File: config.mk
export PLATFORM = sky130hd
export DESIGN_NAME = wildcard_byte_pattern_scan
export DESIGN_NICKNAME = d
export VERILOG_FILES = /design/src/design/wbps_pkg.sv /design/src/design/wbps_cell.sv /design/src/design/wildcard_byte_pattern_scan.sv
export VERILOG_INCLUDE_DIRS = /design/src /design/src/design
export SDC_FILE = /design/constraint.sdc
export NUM_CORES = 1
export LEC_CHECK = 0
export BUFFER_PORTS_ARGS = -buffer_cell sky130_fd_sc_hd__buf_2
export CORE_MARGIN = 8
export CORE_UTILIZATION = 25
export DETAILED_ROUTE_END_ITERATION = 16
export HOLD_SLACK_MARGIN = 0.12
export PLACE_DENSITY_LB_ADDON = 0.08
export SLEW_MARGIN = 15
export SYNTH_ARGS = -nofsm -noshare
export SYNTH_HDL_FRONTEND = slang
export SYNTH_SLANG_ARGS = --single-unit
File: constraint.sdc
create_clock -name clk -period 8.3 [get_ports clk]
set_clock_uncertainty 0.1 [all_clocks]
set_input_delay 0.83 -clock clk [delete_from_list [all_inputs] [get_ports clk]]
set_output_delay 0.83 -clock clk [all_outputs]
set_load 0.02 [all_outputs]
File: src/design/wildcard_byte_pattern_scan_macros.svh
// Assertion macros shared by the wildcard byte pattern scanner.
`ifndef WILDCARD_BYTE_PATTERN_SCAN_MACROS_SVH
`define WILDCARD_BYTE_PATTERN_SCAN_MACROS_SVH

// Checks that the consequent holds in the same cycle as the antecedent.
`define WBPS_ASSERT_SAME(label, ante, cons, msg) \
    label: assert property (@(posedge clk) disable iff (!rst_n) (ante) |-> (cons)) \
        else $error(msg);

// Checks that the consequent holds in the cycle after the antecedent.
`define WBPS_ASSERT_NEXT(label, ante, cons, msg) \
    label: assert property (@(posedge clk) disable iff (!rst_n) (ante) |=> (cons)) \
        else $error(msg);

`endif

File: src/design/wbps_pkg.sv
// Shared types and constants of the wildcard byte pattern scanner.
package wbps_pkg;

    localparam int PAT_BYTES = 16;
    localparam int PAT_IDX_W = 4;
    localparam int CFG_W = 64;
    localparam int CFG_IDX_W = 3;

    typedef enum logic [CFG_IDX_W-1:0] {
        CFG_SCAN_BASE          = 3'd0,
        CFG_PATTERN_BYTES_LOW  = 3'd1,
        CFG_PATTERN_BYTES_HIGH = 3'd2,
        CFG_CARE_MASK          = 3'd3,
        CFG_PATTERN_LENGTH     = 3'd4
    } cfg_reg_t;

    typedef logic [PAT_BYTES-1:0][7:0] wbps_pattern_t;

    typedef struct packed {
        logic shift;
        logic clear;
    } wbps_ctrl_t;

endpackage

File: src/design/wbps_cell.sv
// One window cell: holds a byte, passes it on and compares its incoming byte.
module wbps_cell
    import wbps_pkg::*;
#(
    parameter int CELL_INDEX = 0,
    parameter int LEN_W      = 5
)
(
    input  logic                 clk,
    input  logic                 rst_n,
    input  wbps_ctrl_t           ctrl,
    input  logic [7:0]           din,
    input  wbps_pattern_t        pattern,
    input  logic [PAT_BYTES-1:0] care,
    input  logic [LEN_W-1:0]     eff_len,
    output logic [7:0]           dout,
    output logic                 ok
);

    localparam int JW = (LEN_W > 5) ? LEN_W : 5;

    logic [7:0]    byte_reg;
    logic [JW-1:0] len_ext;
    logic [JW-1:0] pos;
    logic          in_use;
    logic          wild;

    always_comb
    begin
        len_ext = JW'(eff_len);
        in_use  = len_ext > JW'(CELL_INDEX);
        pos     = len_ext - JW'(CELL_INDEX) - JW'(1);
        wild    = !in_use || (pos >= JW'(PAT_BYTES)) || !care[pos[PAT_IDX_W-1:0]];
        ok      = wild || (din == pattern[pos[PAT_IDX_W-1:0]]);
    end

    always_ff @(posedge clk or negedge rst_n)
    begin
        if (!rst_n)
        begin
            byte_reg <= 8'd0;
        end
        else if (ctrl.clear)
        begin
            byte_reg <= 8'd0;
        end
        else if (ctrl.shift)
        begin
            byte_reg <= din;
        end
    end

    assign dout = byte_reg;

endmodule

File: src/design/wildcard_byte_pattern_scan.sv
// Top level of the wildcard byte pattern scanner.
// The scanner takes one region byte per beat, one beat per cycle while not stalled, and compares
// the latest bytes against the pattern in a row of window cells in the same cycle. A compare stage
// and a tracking stage follow, so the result beat for a region passes through both registers after
// the region's last byte. Input beats stall only when a region's last byte reaches the tracking
// stage while the previous result beat is still waiting on the output.
`include "wildcard_byte_pattern_scan_macros.svh"

module wildcard_byte_pattern_scan
    import wbps_pkg::*;
#(
    parameter int MAX_PATTERN_LEN = 16,
    parameter int OFFSET_BITS     = 32
)
(
    input  logic                 clk,
    input  logic                 rst_n,
    input  logic                 cfg_we,
    input  logic [CFG_IDX_W-1:0] cfg_index,
    input  logic [CFG_W-1:0]     cfg_wdata,
    input  logic                 s_tvalid,
    output logic                 s_tready,
    input  logic [7:0]           s_tdata,  // data_byte
    input  logic                 s_tlast,  // end_of_region
    output logic                 m_tvalid,
    input  logic                 m_tready,
    output logic [71:0]          m_tdata   // found, match_address, zero fill
);

    localparam int LEN_W = $clog2(MAX_PATTERN_LEN + 1);
    localparam int CW    = (LEN_W > 5) ? LEN_W : 5;

    logic [63:0]            scan_base_reg;
    logic [63:0]            pat_low_reg;
    logic [63:0]            pat_high_reg;
    logic [PAT_BYTES-1:0]   care_reg;
    logic [4:0]             pattern_length_reg;

    wbps_pattern_t          pattern;
    logic [CW-1:0]          len_ext;
    logic [LEN_W-1:0]       eff_len;
    wbps_ctrl_t             ctrl;
    logic                   in_accept;

    logic [MAX_PATTERN_LEN-1:0]      ok_vec;
    logic [MAX_PATTERN_LEN:0][7:0]   chain;

    logic [OFFSET_BITS-1:0] count_reg;
    logic [OFFSET_BITS-1:0] count_next;
    logic                   hit;

    logic                   s1_valid_reg;
    logic                   s1_last_reg;
    logic                   s1_hit_reg;
    logic [OFFSET_BITS-1:0] s1_offset_reg;
    logic                   s1_adv;

    logic                   seen_reg;
    logic [OFFSET_BITS-1:0] offset_reg;
    logic                   m_tvalid_reg;
    logic                   found_reg;
    logic [63:0]            addr_reg;
    logic                   found_next;
    logic [OFFSET_BITS-1:0] first_offset;

    always_ff @(posedge clk or negedge rst_n)
    begin
        if (!rst_n)
        begin
            scan_base_reg      <= 64'd0;
            pat_low_reg        <= 64'd0;
            pat_high_reg       <= 64'd0;
            care_reg           <= '0;
            pattern_length_reg <= 5'd1;
        end
        else if (cfg_we)
        begin
            unique case (cfg_reg_t'(cfg_index))
                CFG_SCAN_BASE:          scan_base_reg      <= cfg_wdata;
                CFG_PATTERN_BYTES_LOW:  pat_low_reg        <= cfg_wdata;
                CFG_PATTERN_BYTES_HIGH: pat_high_reg       <= cfg_wdata;
                CFG_CARE_MASK:          care_reg           <= cfg_wdata[PAT_BYTES-1:0];
                CFG_PATTERN_LENGTH:     pattern_length_reg <= cfg_wdata[4:0];
                default:                ;
            endcase
        end
    end

    always_comb
    begin
        for (int j = 0; j < PAT_BYTES / 2; j++)
        begin
            pattern[j]                 = pat_low_reg[8*j +: 8];
            pattern[j + PAT_BYTES / 2] = pat_high_reg[8*j +: 8];
        end
        len_ext = CW'(pattern_length_reg);
        if (len_ext == '0)
        begin
            eff_len = LEN_W'(1);
        end
        else if (len_ext > CW'(MAX_PATTERN_LEN))
        begin
            eff_len = LEN_W'(MAX_PATTERN_LEN);
        end
        else
        begin
            eff_len = LEN_W'(len_ext);
        end
    end

    assign s1_adv    = s1_valid_reg && (!s1_last_reg || !m_tvalid_reg || m_tready);
    assign s_tready  = !s1_valid_reg || s1_adv;
    assign in_accept = s_tvalid && s_tready;
    assign ctrl.shift = in_accept;
    assign ctrl.clear = in_accept && s_tlast;

    assign chain[0] = s_tdata;

    for (genvar k = 0; k < MAX_PATTERN_LEN; k++)
    begin : g_cell
        wbps_cell #(
            .CELL_INDEX (k),
            .LEN_W      (LEN_W)
        ) u_cell (
            .clk     (clk),
            .rst_n   (rst_n),
            .ctrl    (ctrl),
            .din     (chain[k]),
            .pattern (pattern),
            .care    (care_reg),
            .eff_len (eff_len),
            .dout    (chain[k+1]),
            .ok      (ok_vec[k])
        );
    end

    always_comb
    begin
        count_next = (count_reg != '1) ? count_reg + OFFSET_BITS'(1) : count_reg;
        hit        = (&ok_vec) && (count_next >= OFFSET_BITS'(eff_len));
    end

    always_ff @(posedge clk or negedge rst_n)
    begin
        if (!rst_n)
        begin
            count_reg    <= '0;
            s1_valid_reg <= 1'b0;
            s1_last_reg  <= 1'b0;
            s1_hit_reg   <= 1'b0;
        end
        else
        begin
            if (in_accept)
            begin
                count_reg    <= s_tlast ? '0 : count_next;
                s1_valid_reg <= 1'b1;
                s1_last_reg  <= s_tlast;
                s1_hit_reg   <= hit;
            end
            else if (s1_adv)
            begin
                s1_valid_reg <= 1'b0;
            end
        end
    end

    always_ff @(posedge clk)
    begin
        if (in_accept)
        begin
            s1_offset_reg <= count_next - OFFSET_BITS'(eff_len);
        end
    end

    always_comb
    begin
        found_next   = seen_reg || s1_hit_reg;
        first_offset = seen_reg ? offset_reg : s1_offset_reg;
    end

    always_ff @(posedge clk or negedge rst_n)
    begin
        if (!rst_n)
        begin
            seen_reg     <= 1'b0;
            offset_reg   <= '0;
            m_tvalid_reg <= 1'b0;
            found_reg    <= 1'b0;
        end
        else
        begin
            if (s1_adv && s1_last_reg)
            begin
                m_tvalid_reg <= 1'b1;
                found_reg    <= found_next;
                seen_reg     <= 1'b0;
                offset_reg   <= '0;
            end
            else
            begin
                if (m_tready)
                begin
                    m_tvalid_reg <= 1'b0;
                end
                if (s1_adv && !seen_reg && s1_hit_reg)
                begin
                    seen_reg   <= 1'b1;
                    offset_reg <= s1_offset_reg;
                end
            end
        end
    end

    always_ff @(posedge clk)
    begin
        if (s1_adv && s1_last_reg)
        begin
            addr_reg <= found_next ? scan_base_reg + 64'(first_offset) : 64'd0;
        end
    end

    assign m_tvalid = m_tvalid_reg;
    assign m_tdata  = {7'd0, addr_reg, found_reg};

    `WBPS_ASSERT_SAME(a_no_addr_when_not_found, m_tvalid_reg && !found_reg,
        addr_reg == 64'd0, "Result beat without a match carries a nonzero address")
    `WBPS_ASSERT_NEXT(a_region_end_clears, s1_adv && s1_last_reg,
        m_tvalid_reg && !seen_reg, "Region end did not load a result and clear tracking")
    `WBPS_ASSERT_NEXT(a_count_saturates, in_accept && !s_tlast && count_reg == '1,
        count_reg == '1, "Byte count left saturation inside a region")
    `WBPS_ASSERT_SAME(a_last_waits_for_output, s1_valid_reg && s1_last_reg && m_tvalid_reg
        && !m_tready, !s1_adv, "Region end advanced over a held result beat")

endmodule
---- After elaboration in Yosys (flattened, before gate mapping) ----
Index checks and enable logic that the tools add are counted.
cells by class
  eq/ne operators ......................... 21
  $add $sub $neg .......................... 33
  muxes and demuxes ....................... 107
  reductions and logical operators ........ 107
  $lt $le $gt $ge ......................... 50
operators with widths
  operator                                                        number
  binary-select mux 8 bit (select 4 bit)                          16
  2-to-1 mux 8 bit                                                46
  2-to-1 mux 32 bit                                               5
  == test 8 bit                                                   16
  greater-or-equal comparator 5 bit (second input constant)       16
  < comparator 4 x 5 -> 1 bit (second input constant)             16
  subtractor 5 x 1 -> 5 bit (second input constant)               16
  adder 64 x 32 -> 64 bit                                         1
  binary-select mux 1 bit (select 4 bit)                          16
  logical OR 1 bit                                                52
  greater-than comparator 5 x 4 -> 1 bit (second input constant)  8
  subtractor 5 x 4 -> 5 bit (second input constant)               8
  logical NOT 1 bit                                               36
  adder 32 x 1 -> 32 bit (second input constant)                  1
  greater-or-equal comparator 32 x 5 -> 1 bit                     1
  != test 32 bit (second input constant)                          1
  subtractor 32 x 5 -> 32 bit                                     1
  2-to-1 mux 1 bit                                                22
  greater-than comparator 5 x 3 -> 1 bit (second input constant)  4
  subtractor 5 x 3 -> 5 bit (second input constant)               4
  AND reduction 16 bit                                            1
  greater-than comparator 5 x 1 -> 1 bit (second input constant)  2
  greater-than comparator 5 x 2 -> 1 bit (second input constant)  2
  2-to-1 mux 5 bit                                                2
  other kinds (10)                                                25
word-level totals
  output and inout port bits .............. 74
  bits in registers ....................... 499
  input port bits ......................... 81

---- Depth between registers and ports, before layout ----
Gate-level depths: netlist of run 1.
  depth in word-level cells ............... 12
  mapped depth ............................ 23
  depth with buffers taken out ............ 17

---- Modules after synthesis ----
From an unflattened synthesis of run 1, not the netlist that was laid out.
second synthesis, totals
  cells, all modules ...................... 3,851
  area, all modules ....................... 45,842.7 µm²
by module, submodules not included
  module                          area an instance (µm²)  cells an instance  times used
  wildcard_byte_pattern_scan      18,226.2                1,513              1
  wbps_cell at g_cell[11].u_cell  2,037.0                 179                1
  wbps_cell at g_cell[3].u_cell   1,979.4                 179                1
  wbps_cell at g_cell[14].u_cell  1,762.9                 150                1
  wbps_cell at g_cell[7].u_cell   1,731.7                 148                1
  wbps_cell at g_cell[6].u_cell   1,716.6                 137                1
  wbps_cell at g_cell[4].u_cell   1,715.4                 153                1
  wbps_cell at g_cell[12].u_cell  1,714.1                 153                1
  wbps_cell at g_cell[1].u_cell   1,711.6                 138                1
  wbps_cell at g_cell[5].u_cell   1,701.6                 138                1
  wbps_cell at g_cell[13].u_cell  1,690.4                 137                1
  wbps_cell at g_cell[9].u_cell   1,685.4                 138                1
  wbps_cell at g_cell[15].u_cell  1,676.6                 149                1
  wbps_cell at g_cell[2].u_cell   1,645.3                 133                1
  +3 rows                         n/a                     n/a                n/a

---- Worst setup path after synthesis of run 1 ----
Ideal clock, no wire load.
  kind .................................... reg2reg
  start ................................... register pattern_length_reg[1], in the netlist len_ext[1]
  end ..................................... register s1_offset_reg[30] (data pin)
  setup slack ............................. 3.691 ns
  buffers on the path ..................... 5
  arrival ................................. 4.246 ns
  cell stages (with the launch flop) ...... 21
  cells stage by stage .................... dfrtp_1 buf_6 nor4_4 nor2_4 clkinv_4 buf_2 buf_2 buf_2 ha_1 inv_1 fa_1 o21ai_0 o21ai_0 a2111oi_2 and2_1 and2_1 and3_1 buf_2 nand2_1 nor2_1 xnor2_1
on the way
  cells in the longest elaborated chain, start to end .. 4
  elaborated cells between the ends (all ways) .. 5
RTL lines
  element                        RTL line                           text
  start, declared                wildcard_byte_pattern_scan.sv:37   logic [4:0] pattern_length_reg;
  start signal, assigned         wildcard_byte_pattern_scan.sv:83   CFG_PATTERN_LENGTH: pattern_length_reg <= cfg_wdata[4:0];
  greater-than comparator 5 bit  wildcard_byte_pattern_scan.sv:101  else if (len_ext > CW'(MAX_PATTERN_LEN))
  2-to-1 mux 5 bit               wildcard_byte_pattern_scan.sv:101
  2-to-1 mux 5 bit *             wildcard_byte_pattern_scan.sv:97   if (len_ext == '0)
  subtractor 32 x 5 -> 32 bit *  wildcard_byte_pattern_scan.sv:172  s1_offset_reg <= count_next - OFFSET_BITS'(eff_len);
  end signal, assigned           wildcard_byte_pattern_scan.sv:172
  end, declared                  wildcard_byte_pattern_scan.sv:55   logic [OFFSET_BITS-1:0] s1_offset_reg;
Every way passes the cells marked *; elsewhere a longest branch is shown, timed or not.
A chain may end at the register's enable or synchronous reset.

---- Final worst setup path of run 1 ----
  start ................................... register pattern_length_reg[1], in the netlist len_ext[1]
  end ..................................... register s1_hit_reg
on the way
  cells in the longest elaborated chain, start to end .. 12
  elaborated cells between the ends (all ways) .. 229
RTL lines
  element                                                                            RTL line                           text
  greater-than comparator 5 bit                                                      wildcard_byte_pattern_scan.sv:101
  2-to-1 mux 5 bit                                                                   wildcard_byte_pattern_scan.sv:101
  2-to-1 mux 5 bit *                                                                 wildcard_byte_pattern_scan.sv:97
  parallel branches: the longest is 8 deep, another holds subtractor 5 x 1 -> 5 bit  n/a
  logical AND 1 bit *                                                                wildcard_byte_pattern_scan.sv:140  hit = (&ok_vec) && (count_next >= OFFSET_BITS'(eff_len));
  end signal, assigned                                                               wildcard_byte_pattern_scan.sv:159  s1_hit_reg <= hit;
  end, declared                                                                      wildcard_byte_pattern_scan.sv:54   logic s1_hit_reg;
Every way passes the cells marked *. The select of a mux whose other input is x is not followed.

==> metrics.cfg, run 1 <==
[floorplan]
die_area_um2 = 153000
dieWidth_um = 391.1
initial_core_util_pct = 25.21
pin_count = 155
num_rows = 137
die_y_um = 391.1
coreArea_um2 = 139500

[placed_design]
dp.cells = 5604
port_buffers = 147
dp_hpwl_um = 127600
gp_congestion = 0.9544
post-place-ws_ps = 1916

[job]
maxCapViolCount = 0

[timing]
tightest_slew_ps = 1252
slew_headroom_pct = 15.85
period_share_pct = 76.79
tns_ps = 0
fmax_mhz = 156.9
rsz0062_at_grt = no
finalSetupViolations = 0
fin_crit_ps = 6373
maxSlewViolCount = 0
finalHoldViolCount = 0
setup_ws_ps = 1927

[detailed_routing]
wl_um = 168000
via_per_inst = 5.364
routed-wl-met3_um = 9566
vias = 30740
wl_per_cell_um = 29.33
drt_iter0_drc = 2979
wl_met2_um = 75430
postRouteAntennaNets = 0
drt-met1-wl_um = 75980
first_pass_iters = 12
route.top_layer_used = met5
drc = 0

[cells_and_area]
post-route-util_pct = 28.69
instances_no_fill = 5730
largest_reg_flops = 120
area_growth_pct = 13.79
fin_nets = 3923
layout-drive-gt1-share_pct = 16.62

[cts]
cts_max_level = 3
cts_max_path_buffers = 3
root_buffer = clkbuf_16
cts_buffers = 67
clock-sinks = 499
cts_setup_buffers = 0
clkTransAtPathRegs_ps = 60
clkLatencyLatePin_ps = 680
cts_tree = built

[logic_synthesis]
synth.largest_area_cell = dfrtp_1
ys.flop_type = dfrtp_1
synth-warning-count = 0
avgSynthCellArea_um2 = 9.283
syn_area_um2 = 35180
synth.top_cell.area_share_pct = 28.59
ys_ff_latch = 499
synth_cell_types = 103
synthArstFlopShare_pct = 80.76
yosys-top-cells-area = dfrtp_1 (29%), mux2i_1 (9.7%), edfxtp_1 (8.2%)
synthCells = 3790
synth_edf_count = 96
yosysMostFrequentCell = nand2_1
synth_common_cells = nand2_1 (442), dfrtp_1 (402), mux2i_1 (341)
yosysSeqAreaShare_pct = 36.86

[setup_path]
endpoint_kind = flip-flop
start_kind = flip-flop
arrival_ps = 6850
required_ps = 8780
worstSetupPathType = reg2reg
rrSetupSlack_ps = 1930
path_max_fanout = 61

[power]
power_density_nw_per_um2 = 319.4
peakVddDrop_v = 0.0001659
leakage_nw = 16.25

[hold_path]
min_path_type = in2reg

[grt]
antenna_found_initial = 8
grt_max_degree = 227
grt.total_usage_pct = 21.24
overflow = 0
grt_pass1_vias = 29860
grt_pass1_wl_um = 237100

[run_status]
status = finished clean

[report_power, final]
part | internal, W | total [W] | switching, W
logic | 0.00217 | 0.00626 | 0.00409
clock network | 0.00181 | 0.00306 | 0.00125
registers | 0.00286 | 0.00347 | 0.000611
total | 0.00684 | 0.0128 | 0.00595
[critical path, cell delays in order (launching register included)]
cell and delay [ps]:
dfrtp_2 380, buf_4 540, nand2b_4 430, inv_4 550, buf_4 920, mux2i_1 230, mux2i_1 590, mux2i_1 160
o221ai_1 290, xnor2_1 160, nand2_1 60, or4_1 570, a2111oi_0 570, nand4_1 310, o31ai_1 290
[metal layers]
layer  up-vias  global-route usage (%)
li1      13990                       -
met1     15450                   28.87
met2      1072                   33.66
met4         2                   8.310
met5         -                       0
met3       224                   3.491
[per-stage QoR]
stage               hold WS (ps)  cell area (µm²)  total power (W)
detailed placement         375.4            37720         0.009621
global placement           368.1            37720         0.009653
CTS                        241.2            40030          0.01278
finish                     297.7            40030          0.01279
floorplan                  360.3            35210         0.007171
global route               305.9            40030          0.01338
[repair_timing]
| item | 4_1_cts | 5_1_grt |
|---|---|---|
| gates resized for setup | 0 | 0 |
| hold endpoints to repair | 70 | 0 |
| hold buffers | 1 | 0 |
| endpoints found under the setup margin | 0 | 0 |
[kinds of logic (layout without fill, tap and decap cells)]
logic type	count (synthesis)	after routing	synth area share [%]
other cells	1	10	0.01066
xor+xnor	206	206	5.128
compound gates	939	939	18.08
buf+inv	336	391	4.264
flops	499	499	36.86
mux	587	587	17.80
fa+ha+maj	45	45	1.636
simple gates	1177	1177	16.22
[final timing paths]
check	to	start	cells past startpoint
max	s1_hit_reg	len_ext[1]	14
min	s1_valid_reg	s_tvalid	2
max reg2reg	s1_hit_reg	len_ext[1]	14
min reg2reg	offset_reg[18]	offset_reg[18]	1
max in group asynchronous	len_ext[4]	rst_n	3
min in group asynchronous	g_cell[5].u_cell.dout[7]	rst_n	2
[final cells by class]
type | instances | area (µm²)
antenna | 3 | 7.507
clock buffer | 96 | 1918
clock inverter | 26 | 379.1
fill | 14890 | 99500
inverter | 50 | 195.2
multi-input combinational | 2961 | 20890
sequential | 499 | 12970
tap | 1876 | 2347
timing repair buffer | 219 | 1329
[cells in the final DEF, fill, tap and decap left out, types with 16 or more instances in the layout]
master     count
clkbuf_1      18
xnor2_1       94
a22oi_1       26
buf_2        145
a21oi_1      160
nand4_1       41
buf_4         69
a31oi_1       19
a221oi_1      43
nand2_1      441
nor4_1        24
a211oi_1      37
and3_1        52
or2_2         16
xor2_1       112
nor2_1       220
o211ai_1      26
o32ai_1       16
a22o_1        35
mux2_2       239
mux2i_1      341
a32o_1        22
edfxtp_1      96
ha_1          42
dfrtp_1      400
o22ai_1       57
a2111oi_0     19
clkbuf_16     69
inv_1         45
nor3_1        40
a21o_1        36
nand3_1       80
o31ai_1       21
and2_1        19
nor2b_1       19
nand2b_1     144
o21ai_0      263
o221ai_1      16
No activity file was read; power rests on OpenSTA's default activity.
==> run 2, diff against run 1 <==
==> constraint.sdc (replaced) <==
create_clock -name clk -period 5.8 [get_ports clk]
set_clock_uncertainty 0.1 [all_clocks]
set_input_delay 0.58 -clock clk [delete_from_list [all_inputs] [get_ports clk]]
set_output_delay 0.58 -clock clk [all_outputs]
set_load 0.02 [all_outputs]
==> metrics.cfg, run 2 (synthesis results as in run 1) <==
[power]
peakVddDrop_v = 0.0002453
p_sw_w = 0.008502
power_density_nw_per_um2 = 453.1
sw_frac_of_total_pct = 46.01
internal_power_w = 0.009976
clkPwrFrac_pct = 23.4
combPwrFrac_pct = 49.7
power_w = 0.01848
leakage_nw = 16.65
p_seq_share_pct = 26.9

[run_status]
status = finished clean

[setup_path]
path_max_fanout = 49
endpoint_kind = flip-flop
arrival_ps = 6050
required_ps = 6280
start_kind = flip-flop
worstSetupPathType = reg2reg

[timing]
finalSetupViolations = 0
finalHoldViolCount = 0
whs_ps = 170.3
tightest_slew_ps = 1271
maxSlewViolCount = 0
rsz0062_at_grt = no
fin_crit_ps = 5567
period_share_pct = 95.99
fmax_mhz = 179.6
setup_ws_ps = 232.6
slew_headroom_pct = 15.26
tns_ps = 0

[placed_design]
post_dp_cell_area_um2 = 38150
post-place-ws_ps = 343.6
dp_hpwl_um = 130000
gp_congestion = 0.9586
port_buffers = 147

[grt]
antenna_found_initial = 8
grt_pass1_vias = 30200
overflow = 0
grt_max_degree = 178
grt.total_usage_pct = 21.48
grt_pass1_wl_um = 239700

[detailed_routing]
drt_iter0_drc = 2871
via_per_inst = 5.366
vias = 31210
first_pass_iters = 6
postRouteAntennaNets = 0
drc = 0
wl_um = 170000
wl_per_cell_um = 29.22

[cts]
cts_max_level = 3
clkTransAtPathRegs_ps = 80
clkLatencyLatePin_ps = 670
cts_tree = built
root_buffer = clkbuf_16
clock-sinks = 499
cts_buffers = 66
cts_max_path_buffers = 3

[cells_and_area]
layout-drive-gt1-share_pct = 17.36
finalInstanceArea_um2 = 40780
fill_cells = 14890
final_cell_mix = nand2_1 (441), dfrtp_1 (400), mux2i_1 (341), o21ai_0 (263), mux2_2 (239)
largest_reg_flops = 120
area_growth_pct = 15.92
final_common_cell = nand2_1
fin_nets = 4009

[floorplan]
die_y_um = 391.1
num_rows = 137
pin_count = 155
die_area_um2 = 153000
coreArea_um2 = 139500
initial_core_util_pct = 25.21
dieWidth_um = 391.1

[hold_path]
min_path_type = in2reg

[job]
maxCapViolCount = 0

[run 2: cell types whose count changed in the layout (fill, tap and decap cells not counted), sizes merged]
cell / previous run / this run
buf: 218 / 271
bufinv: 6 / 5
clkbuf: 96 / 99
clkinv: 17 / 12
diode: 3 / 5
dlygate4sd3: 1 / 35
[run 2: through the flow]
stage / util, % / std cells
global route: 29.22 / 5812
CTS: 29.22 / 5811
floorplan: - / 3796
global placement: 27.34 / 5657
finish: 29.23 / 5816
detailed placement: 27.34 / 5657
[run 2: repair_timing]
item,in CTS,in global routing
hold buffers,35,0
endpoints found under the hold margin,142,0
buffers inserted,0,0
endpoints found under the setup margin,0,0
resized for setup,0,0
[run 2: routing by layer]
metal / global-route usage, % / up-vias / part of all wire [%]
met5: 0 / - / 0.0076
met4: 7.480 / 2 / 3.6
met3: 3.415 / 213 / 5.8
met2: 34.00 / 1078 / 45
met1: 29.66 / 15760 / 45
li1: - / 14150 / -
[run 2: cell type report]
| cell class | instances | area [µm²] | share of cell area (%) |
|---|---|---|---|
| diodes | 5 | 12.51 | 0.03068 |
| clock buffers | 99 | 1979 | 4.853 |
| clock inverters | 20 | 285.3 | 0.6995 |
| inverters | 50 | 195.2 | 0.4786 |
| multi-input cells | 2961 | 20850 | 51.13 |
| flip-flops and latches | 499 | 12970 | 31.80 |
| well taps | 1876 | 2347 | 5.755 |
| repair buffers | 306 | 2142 | 5.252 |
[run 2: power by group through the flow]
stage / clock network, W / registers (W) / logic [W]
3_5_place_dp: 0 / 0.00502 / 0.00897
3_3_place_gp: 0 / 0.00503 / 0.00905
6_report: 0.00433 / 0.00496 / 0.00919
2_1_floorplan: 0 / 0.00455 / 0.00572
5_1_grt: 0.00460 / 0.00502 / 0.00972
4_1_cts: 0.00451 / 0.00496 / 0.00903
[run 2: worst paths after layout]
kind                       slack [ps]  depth (start not counted)                        end      startpoint
hold / removal                    170                          3   g_cell[0].u_cell.dout[6]      s_tdata[6]
max in group asynchronous        3750                          3             offset_reg[25]           rst_n
min in group asynchronous         370                          2  g_cell[13].u_cell.dout[1]           rst_n
setup reg to reg                  230                         14                 s1_hit_reg      len_ext[1]
setup / recovery                  230                         14                 s1_hit_reg      len_ext[1]
hold reg to reg                   390                          1             offset_reg[23]  offset_reg[23]
[run 2: worst max-delay path: stages, from the launching register on]
cell and delay, ps:
dfrtp_2 410, buf_4 560, buf_4 450, a21oi_1 190, o21ai_4 420, buf_4 370, nand2_1 70, a22oi_1 1000
a22oi_1 290, and3_1 280, nor4_1 420, nand4_1 230, a22oi_1 260, o2111ai_1 190, o31ai_1 230
